==> src/hdl/rdc_pkg.sv <==
// Shared types, constants and helpers for the radix digit converter.
`default_nettype none
package rdc_pkg;

  localparam int FRAC_DIGITS_DEF = 30;
  localparam int INT_WIDTH_DEF   = 31;
  localparam int FRAC_WIDTH_DEF  = 32;
  localparam int INT_W_MAX       = 31;
  localparam int FRAC_W_MAX      = 32;
  localparam int RADIX_W         = 5;
  localparam int DIGIT_W         = 4;
  localparam int KIND_W          = 2;
  localparam int DIV_STEPS       = 8;
  localparam int QDEPTH          = 2;

  localparam logic [RADIX_W-1:0] RADIX_RESET = 5'd10;
  localparam logic [RADIX_W-1:0] RADIX_MIN   = 5'd2;
  localparam logic [RADIX_W-1:0] RADIX_MAX   = 5'd16;

  localparam logic [KIND_W-1:0] KIND_INT   = 2'd0;
  localparam logic [KIND_W-1:0] KIND_POINT = 2'd1;
  localparam logic [KIND_W-1:0] KIND_FRAC  = 2'd2;

  typedef enum logic [2:0] {
    ST_IDLE,
    ST_DIV,
    ST_INT,
    ST_POINT,
    ST_FRAC
  } state_t;

  typedef struct packed {
    logic                  frac_nz;
    logic [INT_W_MAX-1:0]  whole;
    logic [FRAC_W_MAX-1:0] frac;
  } desc_t;

  function automatic logic [RADIX_W-1:0] eff_radix(input logic [RADIX_W-1:0] r);
    logic [RADIX_W-1:0] v;
    begin
      v = r;
      if (r < RADIX_MIN) v = RADIX_MIN;
      if (r > RADIX_MAX) v = RADIX_MAX;
      return v;
    end
  endfunction

endpackage
`default_nettype wire

==> src/hdl/rdc_front.sv <==
// Input stage: accepts words, masks the fields and flags a nonzero fraction.
`default_nettype none
module rdc_front #(
  parameter int INT_WIDTH  = rdc_pkg::INT_WIDTH_DEF,
  parameter int FRAC_WIDTH = rdc_pkg::FRAC_WIDTH_DEF,
  parameter int IN_W       = ((INT_WIDTH + FRAC_WIDTH + 7) / 8) * 8
) (
  input  wire logic                clk,
  input  wire logic                rst_n,
  input  wire logic                in_tvalid,
  output logic                     in_tready,
  input  wire logic [IN_W-1:0]     in_tdata,
  output logic                     push,
  output rdc_pkg::desc_t           push_desc,
  input  wire logic                q_full
);

  logic           valid_r, valid_nxt;
  rdc_pkg::desc_t desc_r, desc_nxt;
  logic [INT_WIDTH-1:0]  whole_in;
  logic [FRAC_WIDTH-1:0] frac_in;

  assign whole_in  = in_tdata[INT_WIDTH-1:0];
  assign frac_in   = in_tdata[INT_WIDTH+FRAC_WIDTH-1:INT_WIDTH];
  assign push      = valid_r && !q_full;
  assign push_desc = desc_r;
  assign in_tready = !valid_r || !q_full;

  always_comb begin
    valid_nxt = valid_r;
    desc_nxt  = desc_r;
    if (push) valid_nxt = 1'b0;
    if (in_tvalid && in_tready) begin
      valid_nxt        = 1'b1;
      desc_nxt.whole   = rdc_pkg::INT_W_MAX'(whole_in);
      desc_nxt.frac    = rdc_pkg::FRAC_W_MAX'(frac_in);
      desc_nxt.frac_nz = |frac_in;
    end
  end

  always_ff @(posedge clk) begin
    if (!rst_n) begin
      valid_r <= 1'b0;
    end else begin
      valid_r <= valid_nxt;
    end
    desc_r <= desc_nxt;
  end

endmodule
`default_nettype wire

==> src/hdl/rdc_fifo.sv <==
// Short descriptor queue between the input stage and the digit engine.
`default_nettype none
module rdc_fifo (
  input  wire logic           clk,
  input  wire logic           rst_n,
  input  wire logic           push,
  input  rdc_pkg::desc_t      push_desc,
  output logic                full,
  input  wire logic           pop,
  output logic                q_valid,
  output rdc_pkg::desc_t      q_desc
);

  localparam int PW = $clog2(rdc_pkg::QDEPTH);
  localparam int CW = $clog2(rdc_pkg::QDEPTH + 1);

  rdc_pkg::desc_t mem_r [rdc_pkg::QDEPTH];
  logic [PW-1:0] wr_ptr_r, rd_ptr_r;
  logic [CW-1:0] count_r;
  logic          do_pop;

  assign full    = (count_r == CW'(rdc_pkg::QDEPTH));
  assign q_valid = (count_r != '0);
  assign q_desc  = mem_r[rd_ptr_r];
  assign do_pop  = pop && q_valid;

  always_ff @(posedge clk) begin
    if (!rst_n) begin
      wr_ptr_r <= '0;
      rd_ptr_r <= '0;
      count_r  <= '0;
    end else begin
      if (push) wr_ptr_r <= wr_ptr_r + PW'(1);
      if (do_pop) rd_ptr_r <= rd_ptr_r + PW'(1);
      if (push && !do_pop) count_r <= count_r + CW'(1);
      else if (!push && do_pop) count_r <= count_r - CW'(1);
    end
    if (push) mem_r[wr_ptr_r] <= push_desc;
  end

endmodule
`default_nettype wire

==> src/hdl/rdc_back.sv <==
// Digit engine: iterative radix division, digit stack, fraction multiply, output register.
`default_nettype none
module rdc_back #(
  parameter int FRAC_DIGITS = rdc_pkg::FRAC_DIGITS_DEF,
  parameter int INT_WIDTH   = rdc_pkg::INT_WIDTH_DEF,
  parameter int FRAC_WIDTH  = rdc_pkg::FRAC_WIDTH_DEF
) (
  input  wire logic                          clk,
  input  wire logic                          rst_n,
  input  wire logic [rdc_pkg::RADIX_W-1:0]   radix,
  input  wire logic                          q_valid,
  input  rdc_pkg::desc_t                     q_desc,
  output logic                               pop,
  output logic                               out_tvalid,
  input  wire logic                          out_tready,
  output logic [rdc_pkg::DIGIT_W-1:0]        out_digit,
  output logic [rdc_pkg::KIND_W-1:0]         out_kind,
  output logic                               out_last
);

  localparam int RW  = rdc_pkg::RADIX_W;
  localparam int DW  = rdc_pkg::DIGIT_W;
  localparam int CW  = $clog2(INT_WIDTH + rdc_pkg::DIV_STEPS + 1);
  localparam int SPW = $clog2(INT_WIDTH + 1);
  localparam int AW  = $clog2(INT_WIDTH);
  localparam int FCW = $clog2(FRAC_DIGITS + 1);

  rdc_pkg::state_t state_r, state_nxt;
  logic [INT_WIDTH-1:0]  quo_r, quo_nxt;
  logic [RW-1:0]         rem_r, rem_nxt;
  logic [CW-1:0]         cnt_r, cnt_nxt;
  logic [SPW-1:0]        sp_r, sp_nxt;
  logic [FRAC_WIDTH-1:0] frac_r, frac_nxt;
  logic                  fnz_r, fnz_nxt;
  logic [FCW-1:0]        fcnt_r, fcnt_nxt;
  logic [DW-1:0]         stack_r [INT_WIDTH];
  logic                  push_dig;
  logic [DW-1:0]         push_val;
  logic [SPW-1:0]        sp_dec;
  logic                  ovalid_r, ovalid_nxt;
  logic [DW-1:0]         odigit_r, odigit_nxt;
  logic [rdc_pkg::KIND_W-1:0] okind_r, okind_nxt;
  logic                  olast_r, olast_nxt;
  logic                  take;
  logic [INT_WIDTH-1:0]  q_v;
  logic [RW-1:0]         r_v;
  logic [FRAC_WIDTH+RW-1:0] prod;
  logic [FRAC_WIDTH-1:0] fnew;
  logic                  flast;

  assign out_tvalid = ovalid_r;
  assign out_digit  = odigit_r;
  assign out_kind   = okind_r;
  assign out_last   = olast_r;
  assign take       = !ovalid_r || out_tready;
  assign sp_dec     = sp_r - SPW'(1);
  assign prod       = frac_r * (FRAC_WIDTH+RW)'(radix);
  assign fnew       = prod[FRAC_WIDTH-1:0];
  assign flast      = (fnew == '0) || (fcnt_r == FCW'(FRAC_DIGITS - 1));

  always_comb begin
    state_nxt  = state_r;
    quo_nxt    = quo_r;
    rem_nxt    = rem_r;
    cnt_nxt    = cnt_r;
    sp_nxt     = sp_r;
    frac_nxt   = frac_r;
    fnz_nxt    = fnz_r;
    fcnt_nxt   = fcnt_r;
    ovalid_nxt = ovalid_r;
    odigit_nxt = odigit_r;
    okind_nxt  = okind_r;
    olast_nxt  = olast_r;
    pop        = 1'b0;
    push_dig   = 1'b0;
    q_v        = quo_r;
    r_v        = rem_r;
    if (ovalid_r && out_tready) ovalid_nxt = 1'b0;
    for (int k = 0; k < rdc_pkg::DIV_STEPS; k++) begin
      if (int'(cnt_r) + k < INT_WIDTH) begin
        r_v = {r_v[RW-2:0], q_v[INT_WIDTH-1]};
        q_v = {q_v[INT_WIDTH-2:0], 1'b0};
        if (r_v >= radix) begin
          r_v    = r_v - radix;
          q_v[0] = 1'b1;
        end
      end
    end
    push_val = r_v[DW-1:0];
    unique case (state_r)
      rdc_pkg::ST_IDLE: begin
        if (q_valid) begin
          pop       = 1'b1;
          quo_nxt   = q_desc.whole[INT_WIDTH-1:0];
          frac_nxt  = q_desc.frac[FRAC_WIDTH-1:0];
          fnz_nxt   = q_desc.frac_nz;
          rem_nxt   = '0;
          cnt_nxt   = '0;
          sp_nxt    = '0;
          state_nxt = rdc_pkg::ST_DIV;
        end
      end
      rdc_pkg::ST_DIV: begin
        quo_nxt = q_v;
        rem_nxt = r_v;
        cnt_nxt = cnt_r + CW'(rdc_pkg::DIV_STEPS);
        if (int'(cnt_r) + rdc_pkg::DIV_STEPS >= INT_WIDTH) begin
          push_dig = 1'b1;
          sp_nxt   = sp_r + SPW'(1);
          rem_nxt  = '0;
          cnt_nxt  = '0;
          if (q_v == '0) state_nxt = rdc_pkg::ST_INT;
        end
      end
      rdc_pkg::ST_INT: begin
        if (take) begin
          ovalid_nxt = 1'b1;
          odigit_nxt = stack_r[sp_dec[AW-1:0]];
          okind_nxt  = rdc_pkg::KIND_INT;
          olast_nxt  = (sp_r == SPW'(1)) && !fnz_r;
          sp_nxt     = sp_dec;
          if (sp_r == SPW'(1)) state_nxt = fnz_r ? rdc_pkg::ST_POINT : rdc_pkg::ST_IDLE;
        end
      end
      rdc_pkg::ST_POINT: begin
        if (take) begin
          ovalid_nxt = 1'b1;
          odigit_nxt = '0;
          okind_nxt  = rdc_pkg::KIND_POINT;
          olast_nxt  = 1'b0;
          fcnt_nxt   = '0;
          state_nxt  = rdc_pkg::ST_FRAC;
        end
      end
      rdc_pkg::ST_FRAC: begin
        if (take) begin
          ovalid_nxt = 1'b1;
          odigit_nxt = prod[FRAC_WIDTH+DW-1:FRAC_WIDTH];
          okind_nxt  = rdc_pkg::KIND_FRAC;
          olast_nxt  = flast;
          frac_nxt   = fnew;
          fcnt_nxt   = fcnt_r + FCW'(1);
          if (flast) state_nxt = rdc_pkg::ST_IDLE;
        end
      end
      default: state_nxt = rdc_pkg::ST_IDLE;
    endcase
  end

  always_ff @(posedge clk) begin
    if (!rst_n) begin
      state_r  <= rdc_pkg::ST_IDLE;
      ovalid_r <= 1'b0;
      sp_r     <= '0;
    end else begin
      state_r  <= state_nxt;
      ovalid_r <= ovalid_nxt;
      sp_r     <= sp_nxt;
    end
    quo_r    <= quo_nxt;
    rem_r    <= rem_nxt;
    cnt_r    <= cnt_nxt;
    frac_r   <= frac_nxt;
    fnz_r    <= fnz_nxt;
    fcnt_r   <= fcnt_nxt;
    odigit_r <= odigit_nxt;
    okind_r  <= okind_nxt;
    olast_r  <= olast_nxt;
    if (push_dig) stack_r[sp_r[AW-1:0]] <= push_val;
  end

`ifndef SYNTH
  a_rem_below_radix: assert property (@(posedge clk) disable iff (!rst_n)
    state_r == rdc_pkg::ST_DIV |-> rem_r < radix)
    else $error("remainder not below radix");
  a_point_not_last: assert property (@(posedge clk) disable iff (!rst_n)
    ovalid_r && okind_r == rdc_pkg::KIND_POINT |-> !olast_r)
    else $error("point marked last");
  a_stack_bound: assert property (@(posedge clk) disable iff (!rst_n)
    int'(sp_r) <= INT_WIDTH)
    else $error("digit stack overflow");
  a_frac_live: assert property (@(posedge clk) disable iff (!rst_n)
    state_r == rdc_pkg::ST_FRAC |-> frac_r != '0)
    else $error("fraction exhausted but still emitting");
`endif

endmodule
`default_nettype wire

==> src/hdl/radix_digit_converter_unit.sv <==
// Path: each word passes the input register and the descriptor queue into the engine, which
// divides out all integer digits (iterative radix division) before it emits any word, then
// emits one word per cycle while out_tready allows. The engine takes one conversion at a time;
// the input register and the queue accept further words while it works.
// Reset: synchronous active-low rst_n empties queue and output, radix returns to 10.
// Top level of the radix digit converter.
`default_nettype none
module radix_digit_converter_unit #(
  parameter int FRAC_DIGITS = rdc_pkg::FRAC_DIGITS_DEF,
  parameter int INT_WIDTH   = rdc_pkg::INT_WIDTH_DEF,
  parameter int FRAC_WIDTH  = rdc_pkg::FRAC_WIDTH_DEF
) (
  input  wire logic clk,
  input  wire logic rst_n,
  input  wire logic in_tvalid,
  output logic      in_tready,
  // integer_part, fraction_part
  input  wire logic [((INT_WIDTH + FRAC_WIDTH + 7) / 8) * 8 - 1:0] in_tdata,
  output logic      out_tvalid,
  input  wire logic out_tready,
  // digit
  output logic [7:0] out_tdata,
  // kind
  output logic [rdc_pkg::KIND_W-1:0] out_tuser,
  output logic      out_tlast,
  input  wire logic cfg_wr_en,
  input  wire logic [rdc_pkg::RADIX_W-1:0] cfg_wr_data
);

  logic [rdc_pkg::RADIX_W-1:0] radix_r;
  logic [rdc_pkg::RADIX_W-1:0] radix_eff;
  logic                        push, q_full, pop, q_valid;
  rdc_pkg::desc_t              push_desc, q_desc;
  logic [rdc_pkg::DIGIT_W-1:0] digit;

  always_ff @(posedge clk) begin
    if (!rst_n) begin
      radix_r <= rdc_pkg::RADIX_RESET;
    end else if (cfg_wr_en) begin
      radix_r <= cfg_wr_data;
    end
  end

  assign radix_eff = rdc_pkg::eff_radix(radix_r);
  assign out_tdata = 8'(digit);

  rdc_front #(
    .INT_WIDTH  (INT_WIDTH),
    .FRAC_WIDTH (FRAC_WIDTH)
  ) u_front (
    .clk       (clk),
    .rst_n     (rst_n),
    .in_tvalid (in_tvalid),
    .in_tready (in_tready),
    .in_tdata  (in_tdata),
    .push      (push),
    .push_desc (push_desc),
    .q_full    (q_full)
  );

  rdc_fifo u_fifo (
    .clk       (clk),
    .rst_n     (rst_n),
    .push      (push),
    .push_desc (push_desc),
    .full      (q_full),
    .pop       (pop),
    .q_valid   (q_valid),
    .q_desc    (q_desc)
  );

  rdc_back #(
    .FRAC_DIGITS (FRAC_DIGITS),
    .INT_WIDTH   (INT_WIDTH),
    .FRAC_WIDTH  (FRAC_WIDTH)
  ) u_back (
    .clk        (clk),
    .rst_n      (rst_n),
    .radix      (radix_eff),
    .q_valid    (q_valid),
    .q_desc     (q_desc),
    .pop        (pop),
    .out_tvalid (out_tvalid),
    .out_tready (out_tready),
    .out_digit  (digit),
    .out_kind   (out_tuser),
    .out_last   (out_tlast)
  );

endmodule
`default_nettype wire
==> config.mk <==
export PLATFORM = sky130hd
export DESIGN_NAME = radix_digit_converter_unit
export DESIGN_NICKNAME = d
export VERILOG_FILES = /design/src/hdl/rdc_pkg.sv /design/src/hdl/rdc_front.sv /design/src/hdl/rdc_fifo.sv /design/src/hdl/rdc_back.sv /design/src/hdl/radix_digit_converter_unit.sv
export SDC_FILE = /design/constraint.sdc
export NUM_CORES = 1
export LEC_CHECK = 0
export ABC_CLOCK_PERIOD_IN_PS = 37900
export BUFFER_PORTS_ARGS = -buffer_cell sky130_fd_sc_hd__buf_2
export CORE_MARGIN = 2
export CORE_UTILIZATION = 30
export DETAILED_ROUTE_END_ITERATION = 8
export GPL_TIMING_DRIVEN = 0
export SYNTH_ARGS = -nofsm -noshare
export SYNTH_HDL_FRONTEND = slang
export SYNTH_SLANG_ARGS = --single-unit
==> constraint.sdc <==
create_clock -name clk -period 37.9 [get_ports clk]
set_input_delay 3.79 -clock clk [delete_from_list [all_inputs] [get_ports clk]]
set_output_delay 3.79 -clock clk [all_outputs]
set_load 0.01 [all_outputs]
# Word-level counts from Yosys, hierarchy flattened

Memory sizes are Yosys's and may differ from the RTL's. A register that Yosys moved wholly into a read port is not among the register bits.
Cells that the tools add are included.

Add/subtract/negate cells: 24
Multipliers: 1
Order comparisons: 19
Eq/ne operators: 15
Muxes and demuxes: 90
Reductions and logical operators: 36

Operators by type and width:

| kind                | count |
|---|---|
| $mux 31             | 9 |
| $lt 32x6->1 const B | 7 |
| $mux 4              | 20 |
| $mux 32             | 2 |
| $pmux 32 s2         | 1 |
| $pmux 31 s2         | 1 |
| $ge 5x5->1          | 8 |
| $mul 32x5->36       | 1 |
| $mux 5              | 7 |
| $ge 32x6->1 const B | 1 |
| $logic_not 32->1    | 1 |
| $reduce_or 32->1    | 1 |
| $sub 4x4->4         | 8 |
| $logic_not 31->1    | 1 |
| $add 6x3->7 const B | 4 |
| $mux 1              | 26 |
| $mux 3              | 8 |
| $pmux 3 s5          | 1 |
| $pmux 5 s3          | 1 |
| $add 6x2->7 const B | 2 |
| $ne 2x1->1 const B  | 7 |
| $mux 2              | 6 |
| $mux 6              | 2 |
| $pmux 4 s3          | 1 |
| 34 further kinds    | 59 |

Register bits: 169
Bits in writable memories: 252
Input port bits: 74
Output and inout bits: 13
Word-level logic and storage cells: 207
Memories kept: 2

Memory list:

| name           | depth | bits a word | rd ports | clocked after memory_dff | wr ports | line           | text |
|---|---|---|---|---|---|---|---|
| u_fifo.mem_r   | 2     | 64          | 1        | 1                        | 1        | rdc_fifo.sv:17 | `rdc_pkg::desc_t mem_r [rdc_pkg::QDEPTH];` |
| u_back.stack_r | 31    | 4           | 1        | 0                        | 1        | rdc_back.sv:36 | `logic [DW-1:0] stack_r [INT_WIDTH];` |

# Longest topological paths before layout

Gate-level depths: netlist of the first run.

Depth in word-level cells: 31
Mapped depth: 65
Gate-level depth less buffers: 62

# By module

A second synthesis of the first run with hierarchy kept.

Cell total of the unflattened synthesis: 1,939
Area total of the unflattened synthesis: 23,859.1 um^2

Modules (own cells, without submodules):

| module                     | times used | cells each | area each (um^2) | seq. area each (um^2) |
|---|---|---|---|---|
| rdc_back                   | 1          | 1,609      | 16,716.0         | 6,396.1 |
| rdc_fifo                   | 1          | 221        | 4,834.6          | 3,943.8 |
| rdc_front                  | 1          | 81         | 2,044.5          | 1,941.9 |
| radix_digit_converter_unit | 1          | 28         | 264.0            | 100.1 |

# Least setup slack after synthesis of the first run

OpenSTA, ideal clock, no wires.

Kind: flip-flop to flip-flop
Start point: register radix_r[4] (netlist name)
End point: memory u_back.stack_r[0][3] (netlist name) (data pin)
Setup time: 0.392 ns
Arrival: 12.776 ns
Required time: 37.508 ns
Path slack: 24.732 ns
Cell stages (with the launch flop): 59
Buffers on the path: 4
Path through: dfxtp_1 -> clkbuf_1 -> nor2_1 -> clkbuf_1 -> inv_1 -> ha_1 -> a31oi_1 -> o21ai_1 -> mux2_2 -> o21ai_0 -> ha_1 -> a21oi_1 -> o21ai_0 -> a21o_1 -> and2_1 -> o31ai_1 -> ha_1 -> nand2_1 -> (+23 left out) -> nand3b_1 -> o21ai_0 -> nand2_1 -> nand2_1 -> ha_1 -> and2_1 -> a21oi_1 -> nor2_1 -> o31ai_1 -> ha_1 -> a21oi_1 -> o21ai_0 -> a31o_2 -> a21oi_1 -> o21ai_0 -> a21oi_1 -> a21oi_1 -> a31oi_1

Longest elaborated chain between the ends: 27
Elaborated cells on any way between the ends: 36

Ends and longest elaborated chain:

| what                                             | line                             | text |
|---|---|---|
| start: declaration                               | radix_digit_converter_unit.sv:30 | `logic [rdc_pkg::RADIX_W-1:0] radix_r;` |
| start signal: assignment                         | radix_digit_converter_unit.sv:38 | `radix_r <= rdc_pkg::RADIX_RESET;` |
| start signal: assignment                         | radix_digit_converter_unit.sv:40 | `radix_r <= cfg_wr_data;` |
| $lt 5x2->1                                       | rdc_pkg.sv:42                    | `if (r < RADIX_MIN) v = RADIX_MIN;` |
| $mux 5                                           | rdc_pkg.sv:42                    |  |
| $mux 5 (*)                                       | rdc_pkg.sv:43                    | `if (r > RADIX_MAX) v = RADIX_MAX;` |
| $sub 4x4->4 / $ge 5x5->1 (equally long branches) | rdc_back.sv:84, rdc_back.sv:83   |  |
| $mux 4                                           | rdc_back.sv:83                   | `if (r_v >= radix) begin` |
| $mux 4                                           | rdc_back.sv:80                   | `if (int'(cnt_r) + k < INT_WIDTH) begin` |
| $sub 4x4->4 / $ge 5x5->1 (equally long branches) | rdc_back.sv:84, rdc_back.sv:83   |  |
| $mux 4                                           | rdc_back.sv:83                   |  |
| (+12 left out)                                   | --                               |  |
| $mux 4                                           | rdc_back.sv:80                   |  |
| $sub 4x4->4 / $ge 5x5->1 (equally long branches) | rdc_back.sv:84, rdc_back.sv:83   |  |
| $mux 4                                           | rdc_back.sv:83                   |  |
| $mux 4                                           | rdc_back.sv:80                   |  |
| $sub 4x4->4 / $ge 5x5->1 (equally long branches) | rdc_back.sv:84, rdc_back.sv:83   |  |
| $mux 4                                           | rdc_back.sv:83                   |  |
| $mux 4 (*)                                       | rdc_back.sv:80                   |  |
| named net u_back.r_v[3]                          | rdc_back.sv:46                   | `logic [RW-1:0] r_v;` |
| end: declaration                                 | rdc_back.sv:36                   |  |

The timed path passes the listed nets; every way through them passes the cells marked *.

# Worst setup path after layout of the first run

Start point: register radix_r[4] (netlist name)
End point: register u_back.rem_r[1] (data pin)

Longest elaborated chain between the ends: 29
Elaborated cells on any way between the ends: 38

Ends and longest elaborated chain:

| what                                             | line                           | text |
|---|---|---|
| $lt 5x2->1                                       | rdc_pkg.sv:42                  |  |
| $mux 5                                           | rdc_pkg.sv:42                  |  |
| $mux 5 (*)                                       | rdc_pkg.sv:43                  |  |
| $sub 4x4->4 / $ge 5x5->1 (equally long branches) | rdc_back.sv:84, rdc_back.sv:83 |  |
| $mux 4                                           | rdc_back.sv:83                 |  |
| $mux 4                                           | rdc_back.sv:80                 |  |
| $sub 4x4->4 / $ge 5x5->1 (equally long branches) | rdc_back.sv:84, rdc_back.sv:83 |  |
| $mux 4                                           | rdc_back.sv:83                 |  |
| (+14 left out)                                   | --                             |  |
| $mux 4                                           | rdc_back.sv:83                 |  |
| $mux 4                                           | rdc_back.sv:80                 |  |
| $sub 4x4->4 / $ge 5x5->1 (equally long branches) | rdc_back.sv:84, rdc_back.sv:83 |  |
| $mux 4                                           | rdc_back.sv:83                 |  |
| $mux 4 (*)                                       | rdc_back.sv:80                 |  |
| named net u_back.r_v[1]                          | rdc_back.sv:46                 |  |
| $mux 4 (*)                                       | rdc_back.sv:107                | `if (int'(cnt_r) + rdc_pkg::DIV_STEPS >= INT_WIDTH) begin` |
| $pmux 4 s2 (*)                                   | rdc_back.sv:90                 | `unique case (state_r)` |
| end signal: assignment                           | rdc_back.sv:161                | `rem_r <= rem_nxt;` |
| end: declaration                                 | rdc_back.sv:30                 | `logic [RW-1:0] rem_r, rem_nxt;` |

Marked as above.
A chain may end at the register's enable or synchronous reset.

==> results of run 1 <==
==> cell type report <==
class | count | area (µm²)
fill | 7783 | 51690
sequential | 419 | 12380
multi-input combinational | 1377 | 10870
tap | 1050 | 1314
clock buffer | 49 | 1119
timing repair buffer | 88 | 560.5
inverter | 108 | 405.4
buffer | 98 | 394.1
clock inverter | 27 | 270.3
==> layout by cell type, fill, tap and decap left out, types with 20 or more instances in the layout <==
cell type and instances:
sky130_fd_sc_hd__edfxtp_1 399, sky130_fd_sc_hd__nand2_1 198, sky130_fd_sc_hd__nor2_1 115, sky130_fd_sc_hd__a21oi_1 113, sky130_fd_sc_hd__inv_1 106, sky130_fd_sc_hd__fa_1 97, sky130_fd_sc_hd__ha_1 93, sky130_fd_sc_hd__buf_2 89
sky130_fd_sc_hd__and2_1 82, sky130_fd_sc_hd__o21ai_0 82, sky130_fd_sc_hd__clkbuf_1 78, sky130_fd_sc_hd__mux2i_1 64, sky130_fd_sc_hd__a211oi_1 54, sky130_fd_sc_hd__nor2b_1 48, sky130_fd_sc_hd__clkbuf_16 43, sky130_fd_sc_hd__a21o_1 38
sky130_fd_sc_hd__mux4_2 36, sky130_fd_sc_hd__xor2_1 30, sky130_fd_sc_hd__o31ai_1 28, sky130_fd_sc_hd__and3_1 25, sky130_fd_sc_hd__nand2b_1 24, sky130_fd_sc_hd__nor3_1 21, sky130_fd_sc_hd__dfxtp_1 20
==> metal layers <==
metal  part of all wire, %  vias up  wire (µm)
met2                    49      513      30750
met4                   4.5        0       2829
met1                    42     8104      26210
li1                      -     7616          -
met3                   5.1      126       3188
met5                     0        -          0
==> through the flow <==
| step | setup WS, ps | utilization (%) | std cells | hold WS [ps] |
|---|---|---|---|---|
| floorplan | 24730 | - | 2002 | 421.5 |
| global placement | 20320 | 32.55 | 3132 | 424.7 |
| detailed placement | 21140 | 32.81 | 3140 | 430.5 |
| CTS | 21060 | 34.57 | 3216 | 441.1 |
| global route | 19690 | 34.57 | 3216 | 452.8 |
| finish | 20880 | 34.57 | 3216 | 441.3 |
==> kinds of logic (layout without fill, tap and decap cells) <==
| logic type | Yosys count | in the layout | share of synthesized area [%] |
|---|---|---|---|
| buffers and inverters | 206 | 370 | 3.334 |
| DFF | 419 | 419 | 51.63 |
| other | 1 | 5 | 0.01564 |
| and+or+nand+nor | 593 | 593 | 12.20 |
| adders and majority gates | 190 | 190 | 12.95 |
| muxes | 104 | 104 | 6.240 |
| AOI/OAI and AO/OA | 436 | 436 | 11.84 |
| xor gates and xnor gates | 49 | 49 | 1.790 |
==> sequential cells by signal, summed over array words and instances, names as in the netlist, 2 cells and up, named ones only <==
register / cells
u_fifo.count_r: 2
u_back.rem_r: 4
u_fifo.mem_r: 128
u_back.stack_r: 124
u_front.push_desc: 64
u_back.sp_r: 5
u_back.frac_r: 32
u_back.cnt_r: 3
u_back.out_digit: 4
u_back.fcnt_r: 5
u_back.quo_r: 31
radix_r: 5
u_back.state_r: 3
u_back.out_kind: 2
==> worst max path at each step <==
stage | startpoint | to | slack [ps]
2_1_floorplan | radix_r[4] | u_back.stack_r[0][3] | 24730
3_3_place_gp | radix_r[4] | u_back.stack_r[15][3] | 20320
3_5_place_dp | radix_r[4] | u_back.rem_r[1] | 21140
4_1_cts | radix_r[4] | u_back.rem_r[1] | 21060
5_1_grt | radix_r[4] | u_back.stack_r[5][3] | 19690
6_report | radix_r[4] | u_back.rem_r[1] | 20880
==> implementation parameters, run 1 <==
Parameter                              Value

Synthesis
  Total standard cell area after synthesis ... 23,980 µm²
  Top-count cell post-synth ... sky130_fd_sc_hd__edfxtp_1
  Library cells used by synthesis ... 76
  Share of synthesized area occupied by flip-flops and latches ... 51.63%
  Cell type contributing the most total cell area after synthesis ... sky130_fd_sc_hd__edfxtp_1
  Per-instance average area after synthesis ... 12.00 µm²
  Number of standard cells after synthesis ... 1,998
  Most used standard cells in the synthesized netlist ... 399 x sky130_fd_sc_hd__edfxtp_1, 199 x sky130_fd_sc_hd__nand2_1, 116 x sky130_fd_sc_hd__nor2_1
  Warnings, synthesis ... 0
  Largest cells by area after synthesis ... sky130_fd_sc_hd__edfxtp_1 50%, sky130_fd_sc_hd__fa_1 8.1%, sky130_fd_sc_hd__ha_1 4.9%
  Share of flip-flops with an asynchronous set or reset ... 0%
  Fraction of post-synthesis cell area in the top cell type by area ... 49.96%
  Number of flops mapped to enable cells by yosys ... 399
  Synthesis-stage register bit count ... 419
  Ys flop type ... sky130_fd_sc_hd__edfxtp_1

Global routing
  Maximum number of pins on one net before global-route repair ... 65
  Initial antenna violation count ... 0
  Global-route met1 utilization ... 19.33%
  Most used routing layer ... met2
  Global-route wire length before repair ... 98,130 µm
  GRT Total Usage ... 15.41%
  Met3 GRT Util ... 2.099%
  Leftover overflow at the end of global routing ... 0
  Vias in the first global route ... 16,850
  Global routing met2 resource utilization ... 26.46%

Final layout
  Fin area ... 27,310 µm²
  Fraction of layout instances using a drive strength above 1 ... 10.85%
  # diodes ... 0
  Net count of the finished layout ... 2,398
  Area Growth Syn to Fin ... 13.88%

Min path
  Worst Hold Launch ... u_front.push_desc[33]
  Class of the most critical hold timing path ... flop to flop
  Worst Hold Path Cells ... 0
  Worst Hold End ... u_fifo.mem_r[1][33]

Detailed routing
  Remaining antenna violation count after routing ... 0
  Number of search-and-repair iterations in the first detailed-routing pass ... 6
  Detailed Route Iter0 Violations ... 1,157
  Average detailed-routed wire length per instance ... 19.58 µm
  Avg Vias per Cell ... 5.087
  Drt drc ... 0
  Total via count after detailed routing ... 16,360
  Final routed wirelength across all metal layers ... 62,990 µm

Setup path
  Critical Path RT ... 38,320 ps
  Startpoint type of the worst setup path ... flop
  Number of buffer and inverter stages on the critical path ... 5
  Crit-path slowest cell ... sky130_fd_sc_hd__o21a_1
  Critical path depth in cells ... 55
  Arrival @ worst endpoint ... 17,450 ps
  Category of the worst setup path capture point ... flop
  Worst R2R Path Depth ... 55
  Family with the most delay on the worst path ... compound AO/OA/AOI/OAI gates
  Setup CP Type ... flop to flop
  Crit path max fanout ... 32
  FF-to-FF setup slack ... 20,880 ps
  Startpoint of the lowest-slack register-to-register path ... radix_r[4]
  Critical Path Most Common Cell ... sky130_fd_sc_hd__o21ai_0
  Max stage delay on crit path ... 920 ps
  Worst reg2reg path endpoint ... u_back.rem_r[1]

Die
  I/O Pins ... 87
  Total number of placement rows ... 103
  Overall die width ... 286.7 µm
  Die footprint ... 82,220 µm²
  Die span in y ... 286.7 µm
  Initial standard-cell utilization of the core ... 30.36%
  Floorplan Core Area ... 79,000 µm²

Clock tree
  Clk sink count ... 419
  CTS Buf Count ... 42
  Clock slew at the register clock pins of the worst setup and hold paths ... 70 ps
  Post-CTS Hold Buffers ... 0
  Clock insertion delay at the later pin of the skew report ... 570 ps
  CTS max path bufs ... 3
  Number of levels the H-tree was split into ... 2
  TritonCTS clock tree ... built
  Cells resized by post-CTS repair ... 0
  Number of buffers added for setup after CTS ... 0
  Cell chosen for the clock root ... sky130_fd_sc_hd__clkbuf_16

Timing
  Worst-Margin Slew ... 1334 ps
  Maximum clock rate ... 58.74 MHz
  Layout Skew ... 28.99 ps
  Number of hold-slack violations in the final timing report ... 0
  Final Max Tran Viols ... 0
  Slew Limit Headroom ... 11.04%
  Min Clock Period, post-route ... 17,020 ps
  Fin crit share ... 44.92%
  Setup total negative slack ... 0 ps
  Setup repair after global routing missed its margin ... no
  Setup violation total in the final timing report ... 0

Flow run
  Count of max-cap constraint violations ... 0

Status
  Outcome ... complete, no violations

Placement
  Routability Congestion ... 0.9543
  Total of buffers placed on input and output ports ... 80
  HPWL after detailed placement ... 47,130 µm
  Instance area after placement ... 25,920 µm²
Power of run 1 is not shown: default switching activity piles up to over one toggle a cycle in this logic, so the estimate is an artifact.
==> run 2: changes to the inputs <==
- ABC_CLOCK_PERIOD_IN_PS: 37900 -> 13800
- clock period: 37.9 -> 13.8 ns (I/O delays scaled with it)
==> run 2 against run 1 <==
Wire length is 0.68% higher. Hold slack better by 1.3 ps. Count of clock-buffer cells in the layout stayed put. Via count is 0.69% higher. Global-route usage is 0.090 points higher. Sequential share of layout area is 0.50 points lower. Maximum frequency is 30% higher. Critical path depth is 7 higher.
==> implementation parameters, run 2 (synthesis results as in run 1) <==
Parameter                              Value

Timing
  Number of hold-slack violations in the final timing report ... 0
  Setup violation total in the final timing report ... 0
  Fin crit share ... 95.08%
  Layout Skew ... 26.97 ps
  Worst hold slack ... 442.6 ps
  Worst-Margin Slew ... 1124 ps
  Slew Limit Headroom ... 24.52%
  Maximum clock rate ... 76.21 MHz
  Final Max Tran Viols ... 0
  Min Clock Period, post-route ... 13,120 ps

Placement
  Routability Congestion ... 0.9543
  HPWL after detailed placement ... 47,130 µm
  Total of buffers placed on input and output ports ... 80

Setup path
  Arrival @ worst endpoint ... 13,410 ps
  Critical Path RT ... 14,090 ps
  Last element of the critical path ... u_back.stack_r[4][3]
  Worst R2R Path Depth ... 62
  Setup CP Type ... flop to flop
  Launch point of the critical path ... radix_r[4]
  FF-to-FF setup slack ... 680 ps
  Category of the worst setup path capture point ... flop
  Startpoint of the lowest-slack register-to-register path ... radix_r[4]
  Startpoint type of the worst setup path ... flop
  Worst reg2reg path endpoint ... u_back.stack_r[4][3]
  Crit-path slowest cell ... sky130_fd_sc_hd__a211oi_2
  Crit path max fanout ... 20
  Max stage delay on crit path ... 420 ps

Die
  Die footprint ... 82,220 µm²
  I/O Pins ... 87
  Initial standard-cell utilization of the core ... 30.36%
  Die span in y ... 286.7 µm
  Total number of placement rows ... 103
  Floorplan Core Area ... 79,000 µm²
  Overall die width ... 286.7 µm

Clock tree
  Clk sink count ... 419
  Clock insertion delay at the later pin of the skew report ... 570 ps
  CTS Buf Count ... 42
  CTS max path bufs ... 3
  Cell chosen for the clock root ... sky130_fd_sc_hd__clkbuf_16
  TritonCTS clock tree ... built
  Number of levels the H-tree was split into ... 2
  Post-CTS Hold Buffers ... 0
  Clock slew at the register clock pins of the worst setup and hold paths ... 70 ps

Detailed routing
  Avg Vias per Cell ... 5.104
  Remaining antenna violation count after routing ... 0
  Met3 WL post-DR ... 3094 µm
  Detailed Route Iter0 Violations ... 1,121
  Drt drc ... 0
  Length of routed met2 wiring ... 30,840 µm
  Total via count after detailed routing ... 16,470
  Highest routed metal layer ... met5
  Average detailed-routed wire length per instance ... 19.65 µm
  Number of search-and-repair iterations in the first detailed-routing pass ... 5
  Final routed wirelength across all metal layers ... 63,410 µm
  Wire length on met1 ... 26,390 µm

Final layout
  # diodes ... 0
  Area Growth Syn to Fin ... 15.14%
  Most frequent standard cell in the layout excluding fill and tap cells ... sky130_fd_sc_hd__edfxtp_1
  Most flop-heavy register ... u_fifo.mem_r
  Flip-flop count of the largest register, all copies and words added ... 128
  Fraction of layout instances using a drive strength above 1 ... 13.14%
  Net count of the finished layout ... 2,409
  Most frequent cells in the layout ... 399 x sky130_fd_sc_hd__edfxtp_1, 198 x sky130_fd_sc_hd__nand2_1, 114 x sky130_fd_sc_hd__nor2_1, 107 x sky130_fd_sc_hd__a21oi_1, 104 x sky130_fd_sc_hd__inv_1

Global routing
  GRT Total Usage ... 15.50%
  Maximum number of pins on one net before global-route repair ... 65
  Initial antenna violation count ... 1
  Vias in the first global route ... 16,950
  Global-route wire length before repair ... 98,620 µm
  Leftover overflow at the end of global routing ... 0

Status
  Outcome ... complete, no violations

Flow run
  Count of max-cap constraint violations ... 0

Min path
  Class of the most critical hold timing path ... flop to flop
  Worst Hold Launch ... u_front.push_desc[33]
-- run 2: cell count changes in the layout (fill, tap and decap cells not counted), sizes merged --
cell      previous run  this run
buf                112       124
clkbuf             123       122
clkinvlp             5         7
inv                112       110
-- run 2: repair_timing --
action / 4_1_cts / 5_1_grt
setup buffers: 6 / 5
endpoints found under the setup margin: 132 / 131
gates resized for setup: 42 / 28
pin swaps: 2 / 7
-- run 2: final cells by class --
cell class              instances  area, µm²
fillers                      7752      51390
flip-flops and latches        419      12380
multi-input cells            1377      11020
well taps                    1050       1314
clock buffers                  49       1119
repair buffers                 99      655.6
plain buffers                  98      441.7
inverters                     108      412.9
clock inverters                27      270.3
-- run 2: worst max-delay path, delay by kind of cell (launching register included) --
| family | cells | cell delay, ps |
|---|---|---|
| multiplexers | 2 | 610 |
| buffers and inverters | 8 | 1600 |
| AND/OR/NAND/NOR | 10 | 1290 |
| adder cells (fa/ha/maj) | 8 | 2690 |
| flip-flops | 1 | 310 |
| AO/OA/AOI/OAI | 34 | 6330 |
-- run 2: worst min path at each step --
| stage | end | slack, ps | depth (start not counted) |
|---|---|---|---|
| 2_1_floorplan | u_fifo.mem_r[0][0] | 420 | 0 |
| 3_3_place_gp | u_fifo.mem_r[1][27] | 420 | 0 |
| 3_5_place_dp | u_fifo.mem_r[0][47] | 430 | 0 |
| 4_1_cts | u_fifo.mem_r[1][33] | 440 | 0 |
| 5_1_grt | u_fifo.mem_r[0][47] | 450 | 0 |
| 6_report | u_fifo.mem_r[1][33] | 440 | 0 |
-- run 2: through the flow --
stage                     setup WS, ps  instance area [µm²]  TNS [ps]  util, %  std cells
after floorplan                  632.0                24000         0        -       2002
after global placement           -3778                25710   -419060    32.55       3132
after detailed placement         -2958                25920   -338530    32.81       3140
after CTS                        44.21                27490         0    34.80       3222
after global routing            -41.95                27610    -854.6    34.95       3227
final                            678.4                27610         0    34.95       3227
-- run 2: routing by layer --
| layer | global-route usage, % | vias to the layer above |
|---|---|---|
| met3 | 2.186 | 142 |
| li1 | - | 7638 |
| met1 | 19.39 | 8178 |
| met2 | 26.42 | 512 |
| met4 | 7.305 | 2 |
| met5 | 0 | - |
Power of run 2 is left out for the same reason.
